`config.mk`:
```
export PLATFORM = sky130hd
export DESIGN_NAME = pdp_integ
export DESIGN_NICKNAME = d
export VERILOG_FILES = /design/src/hdl/pdp_pkg.sv /design/src/hdl/pdp_integ.sv
export SDC_FILE = /design/constraint.sdc
export NUM_CORES = 2
export LEC_CHECK = 0
export ABC_AREA = 1
export BUFFER_PORTS_ARGS = -buffer_cell sky130_fd_sc_hd__buf_4
export CAP_MARGIN = 20
export CORE_ASPECT_RATIO = 1.2
export CORE_MARGIN = 2
export CORE_UTILIZATION = 63
export DETAILED_ROUTE_END_ITERATION = 7
export MAX_ROUTING_LAYER = met4
export PLACE_DENSITY = 0.8
export SYNTH_ARGS = -nofsm -noshare
export SYNTH_HDL_FRONTEND = slang
export SYNTH_SLANG_ARGS = --single-unit
export TNS_END_PERCENT = 5
```
`constraint.sdc`:
```
create_clock -name i_clk -period 7.4 [get_ports i_clk]
set_clock_uncertainty 0.15 [all_clocks]
set_input_delay 0.74 -clock i_clk [delete_from_list [all_inputs] [get_ports i_clk]]
set_output_delay 0.74 -clock i_clk [all_outputs]
set_load 0.05 [all_outputs]
```
`src/hdl/pdp_pkg.sv`:
```
// ---------------------------------------------------------------------------
// Position delay predictor package
// Shared widths, register indexes, controller states and the records that
// travel along the history cell chain.
// ---------------------------------------------------------------------------
`timescale 1ns / 1ps
`default_nettype none

package pdp_pkg;

    localparam int TIME_W     = 32;
    localparam int POS_W      = 32;
    localparam int DT_W       = 16;
    localparam int DELAY_W    = 16;
    localparam int ERR_W      = 15;
    localparam int PERIOD_W   = 10;
    localparam int PROD_W     = POS_W + DT_W;
    localparam int CFG_IDX_W  = 1;
    localparam int CFG_DATA_W = 16;

    localparam logic [CFG_IDX_W-1:0] CFG_STORE_PERIOD = 1'd0;
    localparam logic [CFG_IDX_W-1:0] CFG_MAX_DELAY    = 1'd1;

    localparam logic [PERIOD_W-1:0] STORE_PERIOD_RST = 10'd20;
    localparam logic [ERR_W-1:0]    MAX_DELAY_RST    = 15'd500;

    typedef enum logic [1:0] {
        S_IDLE,
        S_MUL,
        S_ACC,
        S_SEARCH
    } t_state;

    typedef struct packed {
        logic [POS_W-1:0] n;
        logic [POS_W-1:0] e;
        logic [POS_W-1:0] d;
    } t_delta;

    typedef struct packed {
        logic [ERR_W-1:0] err;
        t_delta           delta;
    } t_match;

    typedef struct packed {
        t_match del;
        t_match cur;
    } t_link;

endpackage

`default_nettype wire

```
`src/hdl/pdp_integ.sv`:
```
// ---------------------------------------------------------------------------
// Position delta integrator
// Multiplies each velocity axis by the step time, registers the Q16.16 term
// and adds it to the running position delta on the following cycle.
// ---------------------------------------------------------------------------
`timescale 1ns / 1ps
`default_nettype none

module pdp_integ (
    input  wire logic                        i_clk,
    input  wire logic                        i_rst_n,
    input  wire logic                        i_load,
    input  wire logic                        i_mul_en,
    input  wire logic                        i_acc_en,
    input  wire pdp_pkg::t_delta             i_vel,
    input  wire logic [pdp_pkg::DT_W-1:0]    i_step_dt,
    output pdp_pkg::t_delta                  o_accum_next
);
    import pdp_pkg::*;

    t_delta                  r_vel;
    logic [DT_W-1:0]         r_dt;
    t_delta                  r_term;
    t_delta                  r_accum;
    logic signed [PROD_W:0]  w_prod_n;
    logic signed [PROD_W:0]  w_prod_e;
    logic signed [PROD_W:0]  w_prod_d;

    always_comb begin
        w_prod_n = $signed(r_vel.n) * $signed({1'b0, r_dt});
        w_prod_e = $signed(r_vel.e) * $signed({1'b0, r_dt});
        w_prod_d = $signed(r_vel.d) * $signed({1'b0, r_dt});
        o_accum_next.n = r_accum.n + r_term.n;
        o_accum_next.e = r_accum.e + r_term.e;
        o_accum_next.d = r_accum.d + r_term.d;
    end

    always_ff @(posedge i_clk) begin
        if (i_load) begin
            r_vel <= i_vel;
            r_dt  <= i_step_dt;
        end
        if (i_mul_en) begin
            r_term.n <= w_prod_n[PROD_W-1:DT_W];
            r_term.e <= w_prod_e[PROD_W-1:DT_W];
            r_term.d <= w_prod_d[PROD_W-1:DT_W];
        end
    end

    always_ff @(posedge i_clk) begin
        if (!i_rst_n) begin
            r_accum <= '0;
        end else if (i_acc_en) begin
            r_accum <= o_accum_next;
        end
    end

endmodule

`default_nettype wire

```
==> results.cfg <==
[clock_network]
clkLatencyLatePin_ps = 670
clock_sinks = 304
cts_resized = 0
cts_setup_buffers = 0
cts_tree = done
postCtsHoldBufs = 0
clk_path_buf_depth = 3
cts_root_buffer = clkbuf_16
htreeDepth = 2
cts.reportedPaths.clkPinSlew_ps = 80
cts-buffers-inserted = 44

[setup_path]
arrival_ps = 7290
critPathKind = flop to flop
crit_required_ps = 7650
start_kind = flop
worstSetupEndpointType = flop
crit_fanout = 25

[synthesis]
yosys_warnings = 0
ys_top_cells_by_area = fa_1 39%, inv_1 16%, nand2_1 16%, edfxtp_1 8.3%, ha_1 7.2%
avgSynthCellArea_um2 = 7.28
synth_common_cells = 3132 x inv_1, 3129 x nand2_1, 1449 x fa_1, 509 x nor2_1, 429 x ha_1
netlist_area_um2 = 74900
yosys.area.top_type = fa_1
ys.flop_type = edfxtp_1
seq_area_frac_synth_pct = 10.9
netlist_instances = 10300
synth.distinct_cells = 38
synth_enable_flop_cells = 208
yosys.cell_count.top_type = inv_1
synth_top_area_share_pct = 38.7
synth.net_count = 12300
synth_seq_cells = 304
async_flop_share_pct = 0

[place]
io_buffers = 212
gp_congestion = 1.02
dp_hpwl_um = 184000

[sta]
finalSetupTns_ps = 0
relSlewSlack_pct = 24.3
layout_min_cycle_time_ps = 7050
hold_ws_ps = 96.1
fmax_mhz = 142
hold_viol = 0
drv_slew = 0
rsz0062_at_grt = false
period_share_pct = 95.2
tightest_slew_ps = 1130
setup_viol = 0

[cells_and_area]
nNetsFinal = 12200
final_util_pct = 67.3
drive_gt1_share_pct = 3.82
synthToLayoutAreaGrowth_pct = 5.95
fillers = 9983

[flow_run]
cap_violations = 0

[floorplanning]
die_area_um2 = 122000
start_util_pct = 63.5
die_h_um = 382
std_cell_rows = 138
ioPinCount = 213
die_w_um = 319
core_area_um2 = 118000

[grt]
grt_pass1_wl_um = 357000
grt_pass1_vias = 67800
grtUsageMet3_pct = 6.19
grt_max_degree = 97
grt_util_all_layers_pct = 38.9
antenna_found_initial = 8
grt_overflow = 0
met1_usage_pct = 46.8
top_usage_layer = met2
use_met2_pct = 64.7

[outcome]
outcome = finished clean

[detailed_routing]
vias_per_cell = 5.36
antenna_left = 0
vias = 63200
drc_errors = 0
drt-initial-drc-count = 5077
post_drt_wl_per_cell_um = 18.9
routed_wl_um = 223000
firstDrtPassIters = 6

[worst_hold_path]
hold_class = input port to flop
-- metal layers --
metal  up-vias  share of wire (%)
li1      28800                  -
met1     30600                 38
met2      2973                 48
met3       771                8.6
met4         0                5.2
met5         -                  0
-- critical path, stage by stage, from the launching register on --
cell and delay [ps]:
edfxtp_1 390, buf_12 210, buf_4 330, nand2_1 200, fa_1 730, fa_1 440
inv_1 350, fa_1 540, fa_1 550, fa_1 510, inv_1 60, fa_1 480
inv_1 40, ha_1 410, nand2_1 130, nor2_1 190, nand2_1 190, nor2_1 240
nand4_1 330, nand4_1 210, nand2_1 70
-- per-stage QoR --
step	worst slack [ps]	area, µm²	cells
3_3_place_gp	498	77700	11700
5_1_grt	52.3	79300	11800
2_1_floorplan	1350	74900	10300
3_5_place_dp	460	77700	11700
6_report	353	79300	11800
4_1_cts	442	79300	11800
-- layout make-up --
type / count / area, µm² / share of cell area (%)
Clock inverter: 32 / 437 / 0.550
Tap cell: 1540 / 1930 / 2.43
Multi-Input combinational cell: 6450 / 53500 / 67.4
Timing Repair Buffer: 282 / 2350 / 2.96
Sequential cell: 304 / 8170 / 10.3
Antenna cell: 3 / 7.51 / 0.00946
Clock buffer: 49 / 1200 / 1.52
Inverter: 3137 / 11800 / 14.8
-- cells by family (layout without fill, tap and decap cells) --
| family | count (synthesis) | count (layout) | share of synthesized area, % |
|---|---|---|---|
| XOR/XNOR | 106 | 106 | 1.24 |
| AO/OA/AOI/OAI | 414 | 414 | 2.97 |
| other | 0 | 3 | 0 |
| adder cells (fa/ha/maj) | 1878 | 1878 | 45.9 |
| buffers and inverters | 3527 | 3500 | 17.7 |
| flip-flops | 304 | 304 | 10.9 |
| AND/OR/NAND/NOR | 4052 | 4052 | 21.3 |
-- flip-flops by register name (all words and copies together), names as in the netlist --
register / flops
r_term: 96
r_accum: 96
r_vel: 96
r_dt: 16
-- placed cells by master, fill, tap and decap left out, drive strengths merged --
cell type,n
inv,3143
nand2,3137
fa,1449
nor2,517
ha,429
buf,282
nand3,262
a21oi,218
edfxtp,208
o21ai,134
dfxtp,96
xor2,81
nand4,59
clkbuf,49
nor3,38
o21bai,36
xnor2,25
and2,25
clkinv,12
a21o,11
bufinv,8
clkinvlp,6
o21a,5
a21boi,5
nand3b,4
and3,4
diode,3
nand2b,3
o211ai,3
nor4,3
a31oi,2
-- final timing paths --
check | startpoint | depth (start not counted) | end | slack [ps]
setup reg to reg | r_dt[3] | 20 | r_term[26] | 350
setup / recovery | r_dt[3] | 20 | r_term[26] | 350
hold / removal | i_vel[41] | 1 | r_vel[41] | 100
hold reg to reg | r_accum[0] | 2 | r_accum[0] | 370
Power is left out: the tool's default activity adds up to more than one toggle a clock period on the data nets, which glitch-free logic cannot reach.
