$ cat src/hdl/pdp_pkg.sv
// ---------------------------------------------------------------------------
// Position delay predictor package
// Shared widths, register indexes, controller states and the records that
// travel along the history cell chain.
// ---------------------------------------------------------------------------
`timescale 1ns / 1ps
`default_nettype none

package pdp_pkg;

    localparam int TIME_W     = 32;
    localparam int POS_W      = 32;
    localparam int DT_W       = 16;
    localparam int DELAY_W    = 16;
    localparam int ERR_W      = 15;
    localparam int PERIOD_W   = 10;
    localparam int PROD_W     = POS_W + DT_W;
    localparam int CFG_IDX_W  = 1;
    localparam int CFG_DATA_W = 16;

    localparam logic [CFG_IDX_W-1:0] CFG_STORE_PERIOD = 1'd0;
    localparam logic [CFG_IDX_W-1:0] CFG_MAX_DELAY    = 1'd1;

    localparam logic [PERIOD_W-1:0] STORE_PERIOD_RST = 10'd20;
    localparam logic [ERR_W-1:0]    MAX_DELAY_RST    = 15'd500;

    typedef enum logic [1:0] {
        S_IDLE,
        S_MUL,
        S_ACC,
        S_SEARCH
    } t_state;

    typedef struct packed {
        logic [POS_W-1:0] n;
        logic [POS_W-1:0] e;
        logic [POS_W-1:0] d;
    } t_delta;

    typedef struct packed {
        logic [ERR_W-1:0] err;
        t_delta           delta;
    } t_match;

    typedef struct packed {
        t_match del;
        t_match cur;
    } t_link;

endpackage

`default_nettype wire

$ cat src/hdl/pdp_cell.sv
// ---------------------------------------------------------------------------
// History cell
// Holds one timestamped position delta and, every cycle, passes the best
// delayed and current matches seen so far on to the next cell.
// ---------------------------------------------------------------------------
`timescale 1ns / 1ps
`default_nettype none

module pdp_cell (
    input  wire logic                        i_clk,
    input  wire logic                        i_rst_n,
    input  wire logic                        i_first,
    input  wire logic                        i_wr_en,
    input  wire logic [pdp_pkg::TIME_W-1:0]  i_wr_stamp,
    input  wire pdp_pkg::t_delta             i_wr_delta,
    input  wire logic [pdp_pkg::TIME_W-1:0]  i_tgt_del,
    input  wire logic [pdp_pkg::TIME_W-1:0]  i_tgt_cur,
    input  wire pdp_pkg::t_link              i_link,
    output pdp_pkg::t_link                   o_link
);
    import pdp_pkg::*;

    logic               r_valid;
    logic [TIME_W-1:0]  r_stamp;
    t_delta             r_delta;
    t_link              r_link;
    t_link              n_link;
    logic [TIME_W-1:0]  w_stamp;
    t_delta             w_delta;
    logic [TIME_W-1:0]  w_diff_del;
    logic [TIME_W-1:0]  w_diff_cur;
    logic [TIME_W-1:0]  w_mag_del;
    logic [TIME_W-1:0]  w_mag_cur;

    always_comb begin
        w_stamp    = r_valid ? r_stamp : '0;
        w_delta    = r_valid ? r_delta : '0;
        w_diff_del = i_tgt_del - w_stamp;
        w_diff_cur = i_tgt_cur - w_stamp;
        w_mag_del  = w_diff_del[TIME_W-1] ? (~w_diff_del + 1'b1) : w_diff_del;
        w_mag_cur  = w_diff_cur[TIME_W-1] ? (~w_diff_cur + 1'b1) : w_diff_cur;

        // The head cell also supplies the fallback entry when nothing matches.
        n_link = i_link;
        if (i_first) begin
            n_link.del.delta = w_delta;
            n_link.cur.delta = w_delta;
        end
        if (w_mag_del < {{(TIME_W-ERR_W){1'b0}}, i_link.del.err}) begin
            n_link.del.err   = w_mag_del[ERR_W-1:0];
            n_link.del.delta = w_delta;
        end
        if (w_mag_cur < {{(TIME_W-ERR_W){1'b0}}, i_link.cur.err}) begin
            n_link.cur.err   = w_mag_cur[ERR_W-1:0];
            n_link.cur.delta = w_delta;
        end
    end

    always_ff @(posedge i_clk) begin
        r_link <= n_link;
        if (i_wr_en) begin
            r_stamp <= i_wr_stamp;
            r_delta <= i_wr_delta;
        end
    end

    always_ff @(posedge i_clk) begin
        if (!i_rst_n) begin
            r_valid <= 1'b0;
        end else if (i_wr_en) begin
            r_valid <= 1'b1;
        end
    end

    assign o_link = r_link;

endmodule

`default_nettype wire

$ cat config.mk
export PLATFORM = sky130hd
export DESIGN_NAME = pdp_cell
export DESIGN_NICKNAME = d
export VERILOG_FILES = /design/src/hdl/pdp_pkg.sv /design/src/hdl/pdp_cell.sv
export SDC_FILE = /design/constraint.sdc
export NUM_CORES = 1
export LEC_CHECK = 0
export ABC_CLOCK_PERIOD_IN_PS = 11100
export BUFFER_PORTS_ARGS = -buffer_cell sky130_fd_sc_hd__buf_2
export CAP_MARGIN = 20
export CELL_PAD_IN_SITES_DETAIL_PLACEMENT = 1
export CELL_PAD_IN_SITES_GLOBAL_PLACEMENT = 2
export CORE_AREA = 2 2 247 249
export CTS_BUF_LIST = sky130_fd_sc_hd__clkbuf_8
export CTS_CLUSTER_SIZE = 25
export DETAILED_ROUTE_END_ITERATION = 7
export DIE_AREA = 0 0 249 251
export PLACE_DENSITY = 0.81
export SLEW_MARGIN = 20
export SYNTH_ARGS = -nofsm -noshare
export SYNTH_HDL_FRONTEND = slang
export SYNTH_SLANG_ARGS = --single-unit
$ cat constraint.sdc
create_clock -name i_clk -period 11.1 [get_ports i_clk]
set_clock_uncertainty 0.05 [all_clocks]
set_input_delay 0.555 -clock i_clk [delete_from_list [all_inputs] [get_ports i_clk]]
set_output_delay 0.555 -clock i_clk [all_outputs]
set_load 0.05 [all_outputs]
==> results of run 1 <==
[power groups by stage]
stage	clock network, mW	registers (mW)	logic, mW
final	1.22	1.49	1.34
after global routing	1.31	1.49	1.44
after CTS	1.24	1.48	1.33
after detailed placement	0	1.51	1.26
after global placement	0	1.51	1.24
after floorplan	0	1.72	0.623
[cell families (layout without fill, tap and decap cells)]
kind of cell,Yosys count,after routing,synth area share
AND/OR/NAND/NOR,557,557,0.158
AO/OA/AOI/OAI,398,398,0.142
flip-flops,351,351,0.436
multiplexers,237,237,0.139
buffers and inverters,143,1029,0.0328
adder cells (fa/ha/maj),94,94,0.0625
XOR/XNOR,65,65,0.0299
other,0,18,0
[worst max path at each step]
| stage | from | endpoint | slack [ns] | cells past startpoint |
|---|---|---|---|---|
| floorplan | r_valid | o_link[56] | 4.40 | 31 |
| global placement | r_valid | o_link[203] | 3.32 | 27 |
| detailed placement | r_valid | o_link[202] | 3.15 | 27 |
| CTS | r_valid | o_link[202] | 3.03 | 27 |
| global route | r_valid | o_link[203] | 2.48 | 27 |
| finish | r_valid | o_link[202] | 3.03 | 27 |
[area by class of cell]
class,count,area (sq um),area share
Multi-Input combinational cell,1351,10200,0.386
Sequential cell,351,8310,0.316
Timing Repair Buffer,857,5370,0.204
Clock buffer,72,991,0.0377
Tap cell,782,978,0.0372
Clock inverter,44,238,0.00904
Inverter,56,210,0.00799
Antenna cell,18,45.0,0.00171
[what timing repair did]
action / 4_1_cts / 5_1_grt
hold endpoints to repair: 206 / 0
gates resized for setup: 0 / 0
hold buffers: 206 / 0
[registers in the layout, summed over array words and instances (netlist names)]
name / cells
r_stamp: 32
o_link: 222
r_delta: 96
r_valid: 1
[layout by cell type, fill, tap and decap left out, types with 8 or more instances in the layout]
cell           count
buf_2            638
dfxtp_1          222
mux2_2           221
dlygate4sd3_1    206
edfxtp_1         128
nand2_1          123
and2_1           114
a21oi_1          100
ha_1              92
inv_1             88
nor2_1            85
clkbuf_8          72
o21ai_0           64
nand3_1           41
xnor2_1           40
nand4_1           36
nor3_1            32
a21o_1            28
o21a_1            27
xor2_1            23
o211ai_1          21
and3_1            20
nor4_1            19
a31oi_1           19
diode_2           18
and4_1            15
a211oi_1          14
or3_1             14
mux2i_1           11
buf_4             11
or2_2             10
nor2b_1           10
a211o_1            9
nand2b_1           8
a21boi_0           8
o31a_1             8
[worst max-delay path, delay by kind of cell (launching register included)]
kind | cells | cell delay, ns
multiplexers | 1 | 0.44
flip-flops | 1 | 0.56
XOR/XNOR | 1 | 0.18
AO/OA/AOI/OAI | 12 | 2.22
buffers and inverters | 5 | 2.16
AND/OR/NAND/NOR | 6 | 1.41
adder cells (fa/ha/maj) | 2 | 0.69
[metrics by stage]
step | power [mW] | hold slack, ns | setup slack [ns]
after CTS | 4.05 | 0.0000627 | 3.03
after global placement | 2.75 | 0.522 | 3.32
final | 4.05 | 0.0383 | 3.03
after floorplan | 2.34 | 0.497 | 4.40
after global routing | 4.24 | 0.00718 | 2.48
after detailed placement | 2.77 | 0.527 | 3.15
[layer usage]
layer	global-route usage	routed length, microns	vias up
li1	-	-	8560
met1	0.346	38600	9108
met2	0.505	45700	591
met3	0.0653	5520	174
met4	0.118	4020	16
met5	0	96	-
==> summary.txt, run 1 <==
outcome -> complete, no violations
clock power share -> 0.302
clock buffer depth -> 3
Worst Tran Pin Value -> 1.12 ns
Layout Utilization -> 0.440
Post-Synthesis Cells -> 1845
post-route insts no fill -> 3531
Fmax -> 0.124 GHz
initial antenna violation count -> 30
fill cell count -> 6828
switching part of the total -> 0.375
dominant cell type by area after synthesis -> dfxtp_1
synthesized cell area -> 0.0191 sq mm
Hold Violations, Final -> 0
share of Yosys cell area claimed by the top area cell type -> 0.234
VDD IR max -> 0.120 mV
post-synthesis register bit count -> 351
Max Cap Viol -> 0
crit-path most repeated cell -> buf_4
# clock sinks -> 351
H-tree depth -> 2
worst path arrival time -> 8.59 ns
Slew HR -> 0.250
Synth Net Count -> 2357
DRC -> 0
Core Rows -> 90
Synthesis Warnings -> 0
gr ovfl total -> 0
worst-case reg-to-reg path depth -> 27
GRT Resource Usage Total -> 0.290
Comb pwr share -> 0.330
Syn-to-layout area delta -> 38.0%
count leader, synth -> dfxtp_1
vias in the first global route -> 19800
Psw -> 1.52 mW
Pre-Repair DR Iteration Count -> 5
FF-to-FF Start -> r_valid
PortBufs -> 639
core area -> 0.0598 sq mm
end of the worst register-to-register path -> o_link[202]
vias per cell -> 5.22
Final #Nets -> 3190
Synth Area per Inst -> 10.3 sq um
Reg power frac -> 0.368
chip height -> 251 microns
cts bufs inserted -> 61
TNS Setup -> 0 ns
WL per Instance -> 26.6 microns
HP Class -> in -> reg
final setup fails -> 0
Placed Area -> 0.0230 sq mm
latest clock arrival within the worst-skew pair -> 0.74 ns
fin. max-slew vios -> 0
Hold Crit Depth -> 2
Initial Util -> 0.319
Antenna Nets Post-Route -> 0
Leak -> 11.7 nW
chip width -> 249 microns
Final period util -> 0.727
slowest cell on the critical path -> dfxtp_4
Vias -> 18400
top cells by area, synth -> dfxtp_1 23%, edfxtp_1 20%, mux2_2 13%
post-synthesis sequential area ratio -> 0.436
first-pass GRT wire length -> 135 mm
Crit path largest cell delay -> 0.56 ns
EDFF count, synth -> 128
clock slew at reported path FFs -> 0.07 ns
Initial DRC Count -> 997
pin count of the biggest net entering global routing -> 97
Hold EP -> o_link[60]
hold path startpoint -> i_link[60]
post-synthesis cell type count -> 83
CP max FO -> 53
CP endpoint kind -> flip-flop
Required @ worst endpoint -> 11.62 ns
routability congestion estimate -> 1.05
Post-synth top flop -> dfxtp_1
asr flop ratio synth -> 0
Inst Count DP -> 3191
CP startpoint kind -> flip-flop
fin crit period -> 8.07 ns
top cells by count, synth -> 223 x dfxtp_1, 221 x mux2_2, 128 x edfxtp_1
PwrDens -> 154 mW/mm^2
post-CTS setup buffers -> 0
total wire length -> 93.9 mm
FF-to-FF setup slack -> 3.03 ns
CTS tree -> built
# IOs -> 640
unrepaired setup endpoints after global routing -> no
die area -> 0.0625 sq mm
P_int -> 2.53 mW
final instance area -> 0.0263 sq mm
CTS root buffer -> clkbuf_8
DP HPWL -> 72.9 mm
layout cells sized above 1 -> 0.358
Worst Setup Path Type -> reg -> reg
Power figures use the tool's default switching activity.
==> inputs of run 2 (changes only) <==
ABC_AREA = 1   (was unset)
ABC_CLOCK_PERIOD_IN_PS = 7300   (was 11100)
CORE_AREA = 2 2 259 324   (was 2 2 247 249)
DIE_AREA = 0 0 261 326   (was 0 0 249 251)
PLACE_DENSITY = 0.75   (was 0.81)
clock period = 7.3 ns   (was 11.1 ns; I/O delays follow)
==> run 2 against run 1 <==
Effect of this change:
- worst hold slack gained 0.015 ns
- power grew 56%
- routed wire length grew 8.7%
- sequential power grew 51%
- synthesized area grew 6.7%
- sequential share of layout area shrank 3.4 points
- combinational power grew 54%
- synthesized cell count grew 62%
- clock power grew 63%
==> summary.txt, run 2 <==
post-CTS setup buffers -> 0
share of Yosys cell area claimed by the top area cell type -> 0.225
Fmax -> 0.152 GHz
latest clock arrival within the worst-skew pair -> 0.68 ns
H-tree depth -> 3
HP Class -> in -> reg
Final period util -> 0.900
fin worst setup slack -> 0.730 ns
post-synthesis register bit count -> 351
Synth Net Count -> 3492
Max Cap Viol -> 0
# IOs -> 640
fin. max-slew vios -> 0
count leader, synth -> nand2_1
CTS tree -> built
footprint of the multi-input gates -> 0.00992 sq mm
cts bufs inserted -> 66
post-synthesis cell type count -> 42
Reg power frac -> 0.357
Antenna Nets Post-Route -> 0
FF-to-FF Start -> r_valid
top cells by count, synth -> 1220 x nand2_1, 407 x inv_1, 352 x nand3_1
pre-CTS WS -> 0.781 ns
switching part of the total -> 0.384
storage element area -> 0.00831 sq mm
Initial Util -> 0.247
commonest non-fill, non-tap cell in the layout -> nand2_1
clock buffer depth -> 3
Layout Utilization -> 0.358
DP HPWL -> 79.3 mm
final setup fails -> 0
Synth Area in Compound Gates -> 0.0338
crit-path most repeated cell -> nand2_1
Worst Setup Path Type -> reg -> reg
core area -> 0.0824 sq mm
Slew HR -> 0.325
unrepaired setup endpoints after global routing -> no
cts repair resizes -> 0
Post-synth top flop -> dfxtp_1
fill cell count -> 10500
DRC -> 0
CTS root buffer -> clkbuf_8
hold path startpoint -> i_link[106]
most frequent cells in the layout -> 1219 x nand2_1, 638 x buf_2, 429 x inv_1, 352 x nand3_1, 347 x dlygate4sd3_1
chip width -> 261 microns
worst path arrival time -> 7.07 ns
initial antenna violation count -> 20
Syn-to-layout area delta -> 44.8%
Leak -> 16.0 nW
asr flop ratio synth -> 0
top cells by area, synth -> nand2_1 23%, dfxtp_1 22%, edfxtp_1 19%
synthesized cell area -> 0.0203 sq mm
CP max FO -> 64
post-synthesis mux area share -> 0
Synthesis Warnings -> 0
CP endpoint kind -> flip-flop
outcome -> complete, no violations
PortBufs -> 639
routability congestion estimate -> 0.883
clock slew at reported path FFs -> 0.07 ns
WL per Instance -> 19.9 microns
dominant cell type by area after synthesis -> nand2_1
clock power share -> 0.315
PwrDens -> 214 mW/mm^2
Vias -> 23100
max FFs per register -> 222
Final #Nets -> 4476
fin crit period -> 6.57 ns
post-synthesis sequential area ratio -> 0.408
Post-Synth XOR/XNOR Area -> 0.0133
TNS Setup -> 0 ns
Pwr Total -> 6.31 mW
Worst Tran Pin Value -> 1.01 ns
VDD IR max -> 0.133 mV
Initial DRC Count -> 1206
Pre-Repair DR Iteration Count -> 5
pin count of the biggest net entering global routing -> 168
worst setup path start -> r_valid
die area -> 0.0851 sq mm
Comb pwr share -> 0.329
vias in the first global route -> 24400
CP startpoint kind -> flip-flop
EDFF count, synth -> 128
Synth Area in Simple Gates -> 0.382
chip height -> 326 microns
Core Rows -> 118
Required @ worst endpoint -> 7.80 ns
Post-Synthesis Cells -> 2980
slowest cell on the critical path -> dfxtp_4
first-pass GRT wire length -> 150 mm
total wire length -> 102 mm
Synth Area per Inst -> 6.83 sq um
Post-Synth Adder-Cell Area -> 0.0586
layout cells sized above 1 -> 0.206
Crit path largest cell delay -> 0.86 ns
gr ovfl total -> 0
Psw -> 2.43 mW
largest family of logic cells by synthesized area -> simple AND/OR/NAND/NOR gates
P_int -> 3.89 mW
Hold Violations, Final -> 0
GRT Resource Usage Total -> 0.233
vias per cell -> 4.51
# clock sinks -> 351
[run 2: cell types whose count changed in the layout (fill, tap and decap cells not counted), sizes merged, moves of 30 or more]
cell | previous run | this run
inv | 90 | 451
nand3 | 41 | 362
o21ai | 68 | 38
and2 | 116 | 6
xnor2 | 41 | 6
dlygate4sd3 | 206 | 347
nand2 | 123 | 1240
mux2 | 226 | 0
nor2 | 86 | 194
[run 2: metrics by stage]
stage | instances | hold WS (ns) | cell area, sq um
after global placement | 4629 | 0.475 | 24600
after floorplan | 2980 | 0.414 | 20300
after detailed placement | 4629 | 0.482 | 24600
after CTS | 5098 | 0.00612 | 29400
final | 5118 | 0.0536 | 29500
after global routing | 5115 | 0.0538 | 29500
[run 2: area by class of cell]
class	instances	share of cell area
Tap cell	1080	0.0459
Inverter	428	0.0547
Multi-Input combinational cell	2111	0.337
Clock buffer	79	0.0369
Antenna cell	20	0.00170
Sequential cell	351	0.282
Timing Repair Buffer	1006	0.233
Clock inverter	43	0.00837
[run 2: cells by family (layout without fill, tap and decap cells)]
family                   Yosys count  count (layout)
adder cells (fa/ha/maj)           94              94
other                              0              20
flip-flops                       351             351
AO/OA/AOI/OAI                    126             126
buffers and inverters            518            1556
XOR/XNOR                          31              31
AND/OR/NAND/NOR                 1860            1860
[run 2: worst paths after layout]
check | cells past startpoint | to | slack [ns]
worst min-delay path | 5 | o_link[106] | 0.05
worst max register to register | 33 | o_link[56] | 0.73
worst max-delay path | 33 | o_link[56] | 0.73
worst min register to register | 4 | o_link[14] | 0.48
[run 2: power groups by stage]
stage | sequential [mW] | combinational, mW | clock (mW)
3_3_place_gp | 2.29 | 1.90 | 0
2_1_floorplan | 2.59 | 0.969 | 0
3_5_place_dp | 2.29 | 1.92 | 0
5_1_grt | 2.26 | 2.30 | 2.12
4_1_cts | 2.25 | 2.09 | 2.04
6_report | 2.25 | 2.07 | 1.99
[run 2: per-layer routing]
layer  global-route usage  wire [microns]  vias up  part of all wire
met2                0.406           49700      715              0.49
met4                0.104            4390        2             0.043
met5                    0               8        -          0.000078
met1                0.275           42000    10900              0.41
met3               0.0467            5940      205             0.058
li1                     -               -    11300                 -
[run 2: critical path: cells and delay by family (launching register included)]
family / cells / cell delay, ns
simple gates: 20 / 2.83
flops: 1 / 0.86
buf+inv: 4 / 0.87
xor+xnor: 1 / 0.16
fa+ha+maj: 2 / 0.78
compound gates: 6 / 0.79
[run 2: what timing repair did]
item / 4_1_cts / 5_1_grt
endpoints found under the setup margin: 0 / 0
hold buffers: 347 / 0
hold endpoints to repair: 347 / 0
